<file path="src/design/vpa_pkg.sv">
// ----------------------------------------------------------------------------
// vpa_pkg
// Shared types and constants of the variable partition allocator.
// ----------------------------------------------------------------------------
package vpa_pkg;

  localparam int MAX_SEGMENTS = 64;
  localparam int ADDR_BITS    = 16;
  localparam int IDX_W        = $clog2(MAX_SEGMENTS);
  localparam int CNT_W        = $clog2(MAX_SEGMENTS + 1);
  localparam int SIZE_W       = ADDR_BITS + 1;
  localparam int ID_W         = 16;
  localparam int ENTRY_W      = 1 + ID_W + SIZE_W + ADDR_BITS;

  localparam logic [SIZE_W-1:0] POOL_MAX = SIZE_W'(1) << ADDR_BITS;
  localparam logic [ID_W-1:0]   ID_LAST  = '1;

  typedef struct packed {
    logic                 used;
    logic [ID_W-1:0]      id;
    logic [SIZE_W-1:0]    size;
    logic [ADDR_BITS-1:0] start;
  } entry_t;

  typedef enum logic [2:0] {
    S_INIT, S_IDLE, S_SCAN, S_DECIDE, S_SHIFT, S_WR1, S_WR2, S_DONE
  } state_t;

  localparam logic [2:0] ST_ALLOC    = 3'd0;
  localparam logic [2:0] ST_NO_FIT   = 3'd1;
  localparam logic [2:0] ST_FULL     = 3'd2;
  localparam logic [2:0] ST_FREED    = 3'd3;
  localparam logic [2:0] ST_MERGED   = 3'd4;
  localparam logic [2:0] ST_NOT_FOUND = 3'd5;

  localparam logic [1:0] FIT_FIRST = 2'd0;
  localparam logic [1:0] FIT_BEST  = 2'd1;
  localparam logic [1:0] FIT_WORST = 2'd2;

  localparam logic REG_FIT  = 1'b0;
  localparam logic REG_POOL = 1'b1;

  localparam logic MODE_ALLOC = 1'b0;

endpackage

</file>
<file path="src/design/vpa_ram.sv">
// ----------------------------------------------------------------------------
// vpa_ram
// Generic single-clock RAM, one write port and one registered read port.
// ----------------------------------------------------------------------------
module vpa_ram #(
  parameter int WIDTH = 8,
  parameter int DEPTH = 16
) (
  input  logic                     clk,
  input  logic                     we,
  input  logic [$clog2(DEPTH)-1:0] waddr,
  input  logic [WIDTH-1:0]         wdata,
  input  logic [$clog2(DEPTH)-1:0] raddr,
  output logic [WIDTH-1:0]         rdata
);

  logic [WIDTH-1:0] mem [DEPTH];

  always_ff @(posedge clk) begin
    if (we) begin
      mem[waddr] <= wdata;
    end
    rdata <= mem[raddr];
  end

endmodule

</file>
<file path="src/design/variable_partition_allocator_unit.sv">
// ----------------------------------------------------------------------------
// variable_partition_allocator_unit
// Segment allocator with first, best or worst fit and coalescing on free.
// ----------------------------------------------------------------------------
// Channel  Dir  Contents
// s_*      in   tuser: mode; tdata: request_size[16:0], release_id[32:17]
// m_*      out  tdata: status, block_id, start_address, success_count,
//                      failure_count
// cfg_*    in   register write: 0 fit_strategy, 1 pool_size
//
// A request scans the table and decides; when it succeeds it then moves entries,
// makes one or two writes and presents the result, else it goes straight on to
// presenting the result. A new transaction is accepted only after the result
// of the last one has been presented, as all steps share the segment RAM.
// Reset and a pool_size write rebuild entry zero in S_INIT.
// A result waiting on m_tready holds only the final step, not acceptance.
module variable_partition_allocator_unit (
  input  logic         clk,
  input  logic         rst,
  input  logic         s_tvalid,
  output logic         s_tready,
  input  logic         s_tuser,   // mode
  input  logic [39:0]  s_tdata,   // request_size, release_id
  output logic         m_tvalid,
  input  logic         m_tready,
  output logic [103:0] m_tdata,   // status, block_id, start_address,
                                  // success_count, failure_count
  input  logic         cfg_wen,
  input  logic         cfg_addr,
  input  logic [16:0]  cfg_wdata
);
  import vpa_pkg::*;

  state_t state, state_next;

  logic [1:0]        fit;
  logic [SIZE_W-1:0] pool;
  logic [CNT_W-1:0]  count;
  logic [ID_W-1:0]   next_id;
  logic [31:0]       successes, failures;

  logic              mode_r;
  logic [SIZE_W-1:0] req_r;
  logic [ID_W-1:0]   rid_r;

  logic [CNT_W-1:0]  rd_cnt;
  logic              rvalid;
  logic [IDX_W-1:0]  ridx;
  logic              found, want_next;
  logic [IDX_W-1:0]  pick;
  entry_t            pick_e, prev_e, next_e, last_e;

  logic [IDX_W-1:0]  sh_ra;
  logic [CNT_W-1:0]  sh_left;
  logic              sh_up;
  logic [1:0]        sh_delta;

  logic [IDX_W-1:0]  w1_addr, w2_addr;
  entry_t            w1_e, w2_e;
  logic              wr_two;

  logic [2:0]        res_status;
  logic [ID_W-1:0]   res_id;
  logic [15:0]       res_start;

  logic              we;
  logic [IDX_W-1:0]  waddr, raddr;
  entry_t            wdata, rdata;

  logic              cand, take, match, has_next, mn, mp;
  logic [CNT_W-1:0]  pick_c, down_first;
  logic [SIZE_W-1:0] merged_size;

  vpa_ram #(.WIDTH(ENTRY_W), .DEPTH(MAX_SEGMENTS)) u_table (
    .clk  (clk),
    .we   (we),
    .waddr(waddr),
    .wdata(wdata),
    .raddr(raddr),
    .rdata(rdata)
  );

  assign s_tready = (state == S_IDLE);

  // Scan evaluation of the entry returned by the RAM.
  always_comb begin
    cand  = !rdata.used && (rdata.size >= req_r) && (req_r != '0);
    match = rdata.used && (rdata.id == rid_r);
    case (fit)
      FIT_FIRST: take = cand && !found;
      FIT_BEST:  take = cand && (!found || rdata.size < pick_e.size);
      FIT_WORST: take = cand && (!found || rdata.size >= pick_e.size);
      default:   take = 1'b0;
    endcase
    pick_c      = CNT_W'(pick);
    has_next    = (pick_c + CNT_W'(1)) < count;
    mn          = has_next && !next_e.used;
    mp          = (pick != '0) && !prev_e.used;
    down_first  = pick_c + CNT_W'(1) + CNT_W'(mn);
    merged_size = pick_e.size + (mn ? next_e.size : '0) + (mp ? prev_e.size : '0);
  end

  always_comb begin
    state_next = state;
    we    = 1'b0;
    waddr = w1_addr;
    wdata = w1_e;
    raddr = rd_cnt[IDX_W-1:0];
    unique case (state)
      S_INIT: begin
        we         = 1'b1;
        waddr      = '0;
        wdata      = '{used: 1'b0, id: '0, size: pool, start: '0};
        state_next = S_IDLE;
      end
      S_IDLE: begin
        if (s_tvalid) begin
          state_next = S_SCAN;
        end
      end
      S_SCAN: begin
        if (rd_cnt == count && !rvalid) begin
          state_next = S_DECIDE;
        end
      end
      S_DECIDE: begin
        if (!found || (mode_r == MODE_ALLOC && pick_e.size > req_r
                       && count == CNT_W'(MAX_SEGMENTS))) begin
          state_next = S_DONE;
        end else begin
          state_next = S_SHIFT;
        end
      end
      S_SHIFT: begin
        raddr = sh_ra;
        we    = rvalid;
        waddr = sh_up ? ridx + IDX_W'(1) : ridx - IDX_W'(sh_delta);
        wdata = rdata;
        if (sh_left == '0 && !rvalid) begin
          state_next = S_WR1;
        end
      end
      S_WR1: begin
        we         = 1'b1;
        state_next = wr_two ? S_WR2 : S_DONE;
      end
      S_WR2: begin
        we         = 1'b1;
        waddr      = w2_addr;
        wdata      = w2_e;
        state_next = S_DONE;
      end
      S_DONE: begin
        if (!m_tvalid || m_tready) begin
          state_next = S_IDLE;
        end
      end
      default: state_next = S_INIT;
    endcase
    if (cfg_wen && cfg_addr == REG_POOL) begin
      state_next = S_INIT;
    end
  end

  always_ff @(posedge clk) begin
    if (rst) begin
      state <= S_INIT;
    end else begin
      state <= state_next;
    end
  end

  always_ff @(posedge clk) begin
    if (rst) begin
      fit       <= FIT_FIRST;
      pool      <= POOL_MAX;
      count     <= CNT_W'(1);
      next_id   <= ID_W'(1);
      successes <= '0;
      failures  <= '0;
      m_tvalid  <= 1'b0;
      rvalid    <= 1'b0;
    end else begin
      // In S_DONE the result register is reloaded below instead.
      if (m_tvalid && m_tready && state != S_DONE) begin
        m_tvalid <= 1'b0;
      end
      if (cfg_wen) begin
        if (cfg_addr == REG_FIT) begin
          fit <= cfg_wdata[1:0];
        end else begin
          pool  <= (cfg_wdata == '0) ? SIZE_W'(1) :
                   (cfg_wdata > POOL_MAX) ? POOL_MAX : cfg_wdata;
          count <= CNT_W'(1);
        end
      end
      case (state)
        S_IDLE: begin
          mode_r    <= s_tuser;
          req_r     <= s_tdata[16:0];
          rid_r     <= s_tdata[32:17];
          rd_cnt    <= '0;
          rvalid    <= 1'b0;
          found     <= 1'b0;
          want_next <= 1'b0;
          pick      <= '0;
        end
        S_SCAN: begin
          rvalid <= (rd_cnt != count);
          ridx   <= rd_cnt[IDX_W-1:0];
          if (rd_cnt != count) begin
            rd_cnt <= rd_cnt + CNT_W'(1);
          end
          if (rvalid) begin
            last_e <= rdata;
            if (want_next) begin
              next_e    <= rdata;
              want_next <= 1'b0;
            end
            if (mode_r == MODE_ALLOC) begin
              if (take) begin
                found  <= 1'b1;
                pick   <= ridx;
                pick_e <= rdata;
              end
            end else if (match && !found) begin
              found     <= 1'b1;
              pick      <= ridx;
              pick_e    <= rdata;
              prev_e    <= last_e;
              want_next <= 1'b1;
            end
          end
        end
        S_DECIDE: begin
          res_id    <= '0;
          res_start <= '0;
          wr_two    <= 1'b0;
          sh_left   <= '0;
          rvalid    <= 1'b0;
          if (mode_r == MODE_ALLOC) begin
            if (!found) begin
              res_status <= ST_NO_FIT;
              failures   <= failures + 32'd1;
            end else if (pick_e.size > req_r && count == CNT_W'(MAX_SEGMENTS)) begin
              res_status <= ST_FULL;
              failures   <= failures + 32'd1;
            end else begin
              res_status <= ST_ALLOC;
              res_id     <= next_id;
              res_start  <= 16'(pick_e.start);
              successes  <= successes + 32'd1;
              next_id    <= (next_id == ID_LAST) ? ID_W'(1) : next_id + ID_W'(1);
              w1_addr    <= pick;
              w1_e       <= '{used: 1'b1, id: next_id, size: req_r, start: pick_e.start};
              w2_addr    <= pick + IDX_W'(1);
              w2_e       <= '{used: 1'b0, id: '0, size: pick_e.size - req_r,
                              start: pick_e.start + ADDR_BITS'(req_r)};
              sh_up      <= 1'b1;
              sh_ra      <= IDX_W'(count - CNT_W'(1));
              if (pick_e.size > req_r) begin
                // Open a hole at pick + 1 by moving the tail up one place.
                wr_two  <= 1'b1;
                sh_left <= count - pick_c - CNT_W'(1);
                count   <= count + CNT_W'(1);
              end
            end
          end else if (!found) begin
            res_status <= ST_NOT_FOUND;
          end else begin
            res_status <= (mn || mp) ? ST_MERGED : ST_FREED;
            res_id     <= rid_r;
            w1_addr    <= mp ? pick - IDX_W'(1) : pick;
            w1_e       <= '{used: 1'b0, id: '0, size: merged_size,
                            start: mp ? prev_e.start : pick_e.start};
            sh_up      <= 1'b0;
            sh_delta   <= {1'b0, mn} + {1'b0, mp};
            sh_ra      <= IDX_W'(down_first);
            sh_left    <= (count > down_first) ? count - down_first : '0;
            count      <= count - CNT_W'({1'b0, mn}) - CNT_W'({1'b0, mp});
          end
        end
        S_SHIFT: begin
          rvalid <= (sh_left != '0);
          ridx   <= sh_ra;
          if (sh_left != '0) begin
            sh_left <= sh_left - CNT_W'(1);
            sh_ra   <= sh_up ? sh_ra - IDX_W'(1) : sh_ra + IDX_W'(1);
          end
        end
        S_DONE: begin
          if (!m_tvalid || m_tready) begin
            m_tvalid <= 1'b1;
            m_tdata  <= {5'd0, failures, successes, res_start, res_id, res_status};
          end
        end
        default: ;
      endcase
    end
  end

  a_count_range: assert property (@(posedge clk) disable iff (rst)
    count != '0 && count <= CNT_W'(MAX_SEGMENTS))
    else $error("segment count out of range");

  a_no_write_in_scan: assert property (@(posedge clk) disable iff (rst)
    state == S_SCAN |-> !we)
    else $error("table written during scan");

  a_alloc_id: assert property (@(posedge clk) disable iff (rst)
    m_tvalid && m_tdata[2:0] == ST_ALLOC |-> m_tdata[18:3] != '0)
    else $error("allocation returned id zero");

endmodule
</file>
<file path="config.mk">
export PLATFORM = sky130hd
export DESIGN_NAME = variable_partition_allocator_unit
export DESIGN_NICKNAME = d
export VERILOG_FILES = /design/src/design/vpa_pkg.sv /design/src/design/vpa_ram.sv /design/src/design/variable_partition_allocator_unit.sv
export SDC_FILE = /design/constraint.sdc
export NUM_CORES = 2
export LEC_CHECK = 0
export BUFFER_PORTS_ARGS = -buffer_cell sky130_fd_sc_hd__buf_2
export CORE_ASPECT_RATIO = 1.25
export CORE_MARGIN = 2
export CORE_UTILIZATION = 65
export DETAILED_ROUTE_END_ITERATION = 6
export PLACE_DENSITY_LB_ADDON = 0.05
export SETUP_SLACK_MARGIN = 0.15
export SLEW_MARGIN = 10
export SYNTH_ARGS = -nofsm -noshare
export SYNTH_HDL_FRONTEND = slang
export SYNTH_SLANG_ARGS = --single-unit
</file>
<file path="constraint.sdc">
create_clock -name clk -period 27.7 [get_ports clk]
set_input_delay 0 -clock clk [delete_from_list [all_inputs] [get_ports clk]]
set_output_delay 0 -clock clk [all_outputs]
set_load 0.05 [all_outputs]
</file>
Word level (Yosys, flattened, before mapping)
Memory sizes are Yosys's and may differ from the RTL's. A register that Yosys moved wholly into a read port is not among the register bits.
Cells that the tools add are included.
{ "totals": {"register_bits": 531, "mem_bits_rw": 3200, "in_bits": 64, "output_inout_bits": 106, "wordCells": 269, "memories": 1} }
{ "mem_list": {"columns": ["memory", "words", "width", "read_ports", "rd_clocked_by_memory_dff", "wr", "line_no", "rtl"], "rows": [
  ["u_table.mem", 64, 50, 1, 1, 1, "vpa_ram.sv:17", "logic [WIDTH-1:0] mem [DEPTH];"]
]} }
{ "classes": {"addsub": 25, "order_cmp": 7, "eq_ne": 29, "n_mux": 93, "n_bitwise": 5, "reduce_logical": 65} }
{ "ops": {"columns": ["operator", "count"], "rows": [
  ["$mux 50", 4],
  ["$pmux 50 s3", 1],
  ["$mux 7", 16],
  ["$mux 6", 17],
  ["$mux 33", 3],
  ["$mux 16", 6],
  ["$mux 17", 4],
  ["$add 32x1->32 const B", 2],
  ["$mux 32", 2],
  ["$pmux 6 s2", 3],
  ["$add 17x17->17", 2],
  ["$ge 17x17->1", 2],
  ["$pmux 7 s2", 2],
  ["$reduce_and 5->1", 5],
  ["$pmux 3 s8", 1],
  ["$mux 3", 7],
  ["$reduce_and 4->1", 5],
  ["$add 6x1->6 const B", 3],
  ["$mux 1", 18],
  ["$ne 2x2->1 const B", 9],
  ["$pmux 6 s3", 1],
  ["$reduce_and 3->1", 6],
  ["$sub 6x1->6 const B", 3],
  ["$gt 17x17->1", 1],
  ["47 further kinds", 101]
]} }

Longest topological paths before layout
{ "depth": {"ltp_word": 9, "mapped_depth": 25} }

Hierarchy
From an unflattened synthesis, not the netlist that was laid out.
{ "unflattened": {"cells_unflattened": 7400, "hier_area_um2": 149148.0} }
{ "modules_own_cells": {"columns": ["module", "n_inst", "cells_each", "area_per_inst_um2"], "rows": [
  ["vpa_ram", 1, 5086, 122361.1],
  ["variable_partition_allocator_unit", 1, 2314, 26786.9]
]} }

Worst setup path before layout
No wires, ideal clock.
{ "synth_timing": {"kind": "reg-to-reg", "start": "register state[2]", "end": "register m_tdata[0] (enable)", "setup_time_ps": 836, "arrival_ps": 11215, "required_ps": 26864, "slack_ps": 15649, "path_stages_with_launch": 5, "cell_sequence": "dfxtp_1 > buf_2 > clkbuf_1 > clkbuf_1 > nor4b_1"} }
{ "synth_via": {"elab_chain_len": 2} }
{ "synth_lines": {"columns": ["item", "line_no", "rtl"], "rows": [
  ["start, declared", "variable_partition_allocator_unit.sv:34", "state_t state, state_next;"],
  ["start signal, assigned", "variable_partition_allocator_unit.sv:169", "state <= state_next;"],
  ["$eq 3x3->1", "variable_partition_allocator_unit.sv:197", "case (state)"],
  ["$reduce_and 3->1 (no line)", null, null],
  ["end signal, assigned", "variable_partition_allocator_unit.sv:294", "m_tdata <= {5'd0, failures, successes, res_start, res_id, res_status};"],
  ["end, declared", "variable_partition_allocator_unit.sv:26", "output logic [103:0] m_tdata,"]
]} }
Every way passes these cells.
A chain may end at the register's enable or synchronous reset.

Worst setup path in the final report
{ "layout_timing": {"start": "register state[0]", "end": "register u_table.rdata[8], read port of u_table.mem"} }
{ "layout_via": {"elab_chain_len": 2} }
{ "layout_lines": {"columns": ["item", "line_no", "rtl"], "rows": [
  ["$eq 3x3->1", "variable_partition_allocator_unit.sv:109", "unique case (state)"],
  ["$mux 6", "variable_partition_allocator_unit.sv:109", null],
  ["end, declared", "vpa_ram.sv:14", "output logic [WIDTH-1:0] rdata"]
]} }
Every way passes these cells.

==> results.sh <==
export IMPL_outcome="finished clean"
export IMPL_grt_pass1_wl_um=591000
export IMPL_fin_crit_sh=0.287
export IMPL_worstSkewPairLatency_ns=0.91
export IMPL_crit_slowest_cell="o32ai_1"
export IMPL_vias=97200
export IMPL_viasPerCell=6.53
export IMPL_die_y_um=546
export IMPL_ys_top_cells_by_area="edfxtp_1 (71%), nand2_1 (7.3%), nand3_1 (3.2%)"
export IMPL_hold_path_class="primary input to flop"
export IMPL_clock_sinks=3780
export IMPL_wl_per_cell_um=26.9
export IMPL_hpwl_um=212000
export IMPL_yosysTopAreaCell="edfxtp_1"
export IMPL_die_area_um2=239000
export IMPL_hold_path_end="state[2]"
export IMPL_relSlewSlack=0.126
export IMPL_cp_max_fo=88
export IMPL_final_area_um2=170000
export IMPL_setup_worst_path_start_class="flop"
export IMPL_cts_tree="yes"
export IMPL_worstMarginPinSlew_ns=1.31
export IMPL_antenna_found_initial=10
export IMPL_p_leak_nw=59.4
export IMPL_firstDrtPassIters=7
export IMPL_fmax_ghz=0.126
export IMPL_critPathTopFamily="buffers and inverters"
export IMPL_maxSlewViolCount=0
export IMPL_area_delta_synth_final_pct=11.5
export IMPL_crit_path_frequent_cell="buf_4"
export IMPL_syn_area_um2=153000
export IMPL_clk_pin_slew_worst_paths_ns=0.06
export IMPL_cts_max_level=5
export IMPL_initial_core_util=0.652
export IMPL_setup_viol=0
export IMPL_gr_total_overflow=0
export IMPL_synth_compound_area_frac=0.0579
export IMPL_path_cells="buf_4, nand2b_2, buf_4, nor2_4, a21boi_4, buf_4, buf_4, buf_4, buf_4, nand2_1, and3_1, a311oi_1, a311oi_1, o32ai_1, a221o_1"
export IMPL_worstReg2RegStart="state[0]"
export IMPL_grt_pass1_vias=94400
export IMPL_fp_dieW_um=438
export IMPL_ys_types=77
export IMPL_worst_ep_required_time_ns=28.53
export IMPL_synth_edf_count=3619
export IMPL_syn_area_per_cell_um2=13.5
export IMPL_ir_drop_v=0.0000984
export IMPL_final_nets=11700
export IMPL_ios=170
export IMPL_synth_fa_ha_area_frac=0.0138
export IMPL_period_minus_slack_ns=7.94
export IMPL_rsz0062_at_grt="no"
export IMPL_crit_buf_inv=6
export IMPL_cts_root_buffer_cell="clkbuf_16"
export IMPL_cp_slowest_stage_delay_ns=1.04
export IMPL_powerDensity_nw_per_um2=90.7
export IMPL_tns_ns=0
export IMPL_grt_max_degree=187
export IMPL_cp_end_kind="flop"
export IMPL_io_buffers=157
export IMPL_synth_top_flop_cell="edfxtp_1"
export IMPL_drc_errors=0
export IMPL_rrSetupSlack_ns=19.76
export IMPL_cts_setup_buffers=0
export IMPL_async_flop_share=0
export IMPL_clockBufferDepth=4
export IMPL_fp_row_count=199
export IMPL_yosys_area_share_simple=0.139
export IMPL_fillCellCount=14900
export IMPL_ys_seq_elements=3780
export IMPL_yosys_warnings=0
export IMPL_drv_cap=0
export IMPL_hold_violations=0
export IMPL_skew_ns=0.0396
export IMPL_worstRegToRegCells=15
export IMPL_crit_type="flop to flop"
export IMPL_synth_top_family_by_area="simple AND/OR/NAND/NOR gates"
export IMPL_numCtsBuffers=357
export IMPL_stdcell_count=14900
export IMPL_muxShareOfSynthArea=0.0249
export IMPL_drive_gt1_frac=0.0945
export IMPL_crit_arrival_ns=8.77
export IMPL_synthCells=11300
export IMPL_drt_iter0_markers=12700
export IMPL_placed_cell_area_um2=158000
export IMPL_grt_total_usage=0.330
export IMPL_worstHoldStart="s_tvalid"
export IMPL_synth_top_area_share=0.711
export IMPL_ant_nets=0
export IMPL_place_gp_congestion=0.868
export IMPL_ys_seq_area_frac=0.732
export IMPL_routed_wl_um=401000
export IMPL_whs_path_depth=4
export IMPL_placedCellCount=14100
export IMPL_synth_xor_area_frac=0.0106
export IMPL_core_um2=235000
export IMPL_rr_endpoint="u_table.rdata[8]"
-- placed cells by master, fill, tap and decap left out, types with 125 or more instances in the layout --
master            n
a311oi_1        500
and3_1          375
buf_2           156
buf_4           213
clkbuf_16       366
dfxtp_1         159
dlygate4sd3_1   128
edfxtp_1       3619
ha_1            125
mux2i_1         246
nand2_1        2989
nand3_1         971
nor2_1          195
-- tightest hold or removal path: cells and delay by family --
kind | cells | cell delay, ns
compound gates | 2 | 0.26
buf+inv | 2 | 0.63
-- registers in the layout, indices dropped and copies added, names as in the netlist, 17 cells and up --
register,flops
pick_e,33
next_e,18
w2_e,33
m_tdata,99
w1_e,49
req_r,17
successes,32
u_table.rdata,50
prev_e,34
pool,17
last_e,34
u_table.mem,3200
failures,32
-- final cells by class --
| cell class | count | area, µm² | share of cell area |
|---|---|---|---|
| Sequential cell | 3780 | 112000 | 0.657 |
| Multi-Input combinational cell | 6691 | 38800 | 0.228 |
| Clock buffer | 468 | 9690 | 0.0569 |
| Timing Repair Buffer | 517 | 4060 | 0.0238 |
| Tap cell | 3115 | 3900 | 0.0229 |
| Clock inverter | 175 | 1600 | 0.00937 |
| Inverter | 128 | 503 | 0.00295 |
| Antenna cell | 4 | 10.0 | 0.0000587 |
-- how the worst max path moves through the flow --
stage | from | end | slack, ns | cells past startpoint
CTS | state[0] | u_table.rdata[24] | 19.93 | 15
floorplan | state[2] | m_tdata[0] | 15.65 | 4
global placement | state[0] | u_table.rdata[8] | 20.02 | 15
global route | state[0] | u_table.rdata[8] | 19.41 | 15
finish | state[0] | u_table.rdata[8] | 19.76 | 15
detailed placement | state[0] | u_table.rdata[28] | 19.96 | 15
-- cell usage after synthesis, types with 46 or more instances --
cell type / count
dfxtp_1: 161
a311oi_1: 500
a21oi_1: 107
buf_2: 131
nand3_1: 971
ha_1: 125
clkbuf_1: 517
a31oi_1: 109
a22o_1: 48
mux2i_1: 248
mux4_2: 50
and3_1: 375
edfxtp_1: 3619
xnor2_1: 116
and2_1: 46
a221o_1: 52
nor2b_1: 51
buf_1: 72
o32ai_1: 50
o21ai_0: 90
o31ai_1: 51
inv_1: 124
nand2_1: 2991
nor3_1: 90
nor2_1: 265
xor2_1: 67
-- report_power, final --
group | switching [mW] | internal, mW
clock network | 2.06 | 2.72
registers | 0.146 | 7.07
logic | 2.55 | 0.919
-- what timing repair did --
| action | in CTS | in global routing |
|---|---|---|
| hold endpoints to repair | 240 | 0 |
| resized for setup | 0 | 0 |
| hold buffers | 128 | 0 |
-- cell families (layout without fill, tap and decap cells) --
logic type               Yosys count  in the layout
XOR/XNOR                         184            184
adder cells (fa/ha/maj)          155            155
buffers and inverters            856           1288
AO/OA/AOI/OAI                   1133           1133
multiplexers                     316            316
flip-flops                      3780           3780
other                              1              9
AND/OR/NAND/NOR                 4898           4898
-- routing by layer --
| layer | vias to the layer above | routed length (µm) | global-route usage |
|---|---|---|---|
| met4 | 0 | 15700 | 0.131 |
| li1 | 42300 | - | - |
| met3 | 927 | 40800 | 0.0559 |
| met2 | 5409 | 193000 | 0.534 |
| met1 | 48500 | 151000 | 0.453 |
| met5 | - | 0 | 0 |
-- through the flow --
step                hold WS, ns   util  power, mW  setup WS [ns]
floorplan                0.0989      -       9.44          15.65
global placement          0.180  0.673       10.6          20.02
detailed placement        0.178  0.673       10.7          19.96
CTS                     0.00113  0.726       15.4          19.93
global route             0.0854  0.727       16.0          19.41
finish                   0.0377  0.727       15.5          19.76
Power figures use the tool's default switching activity.
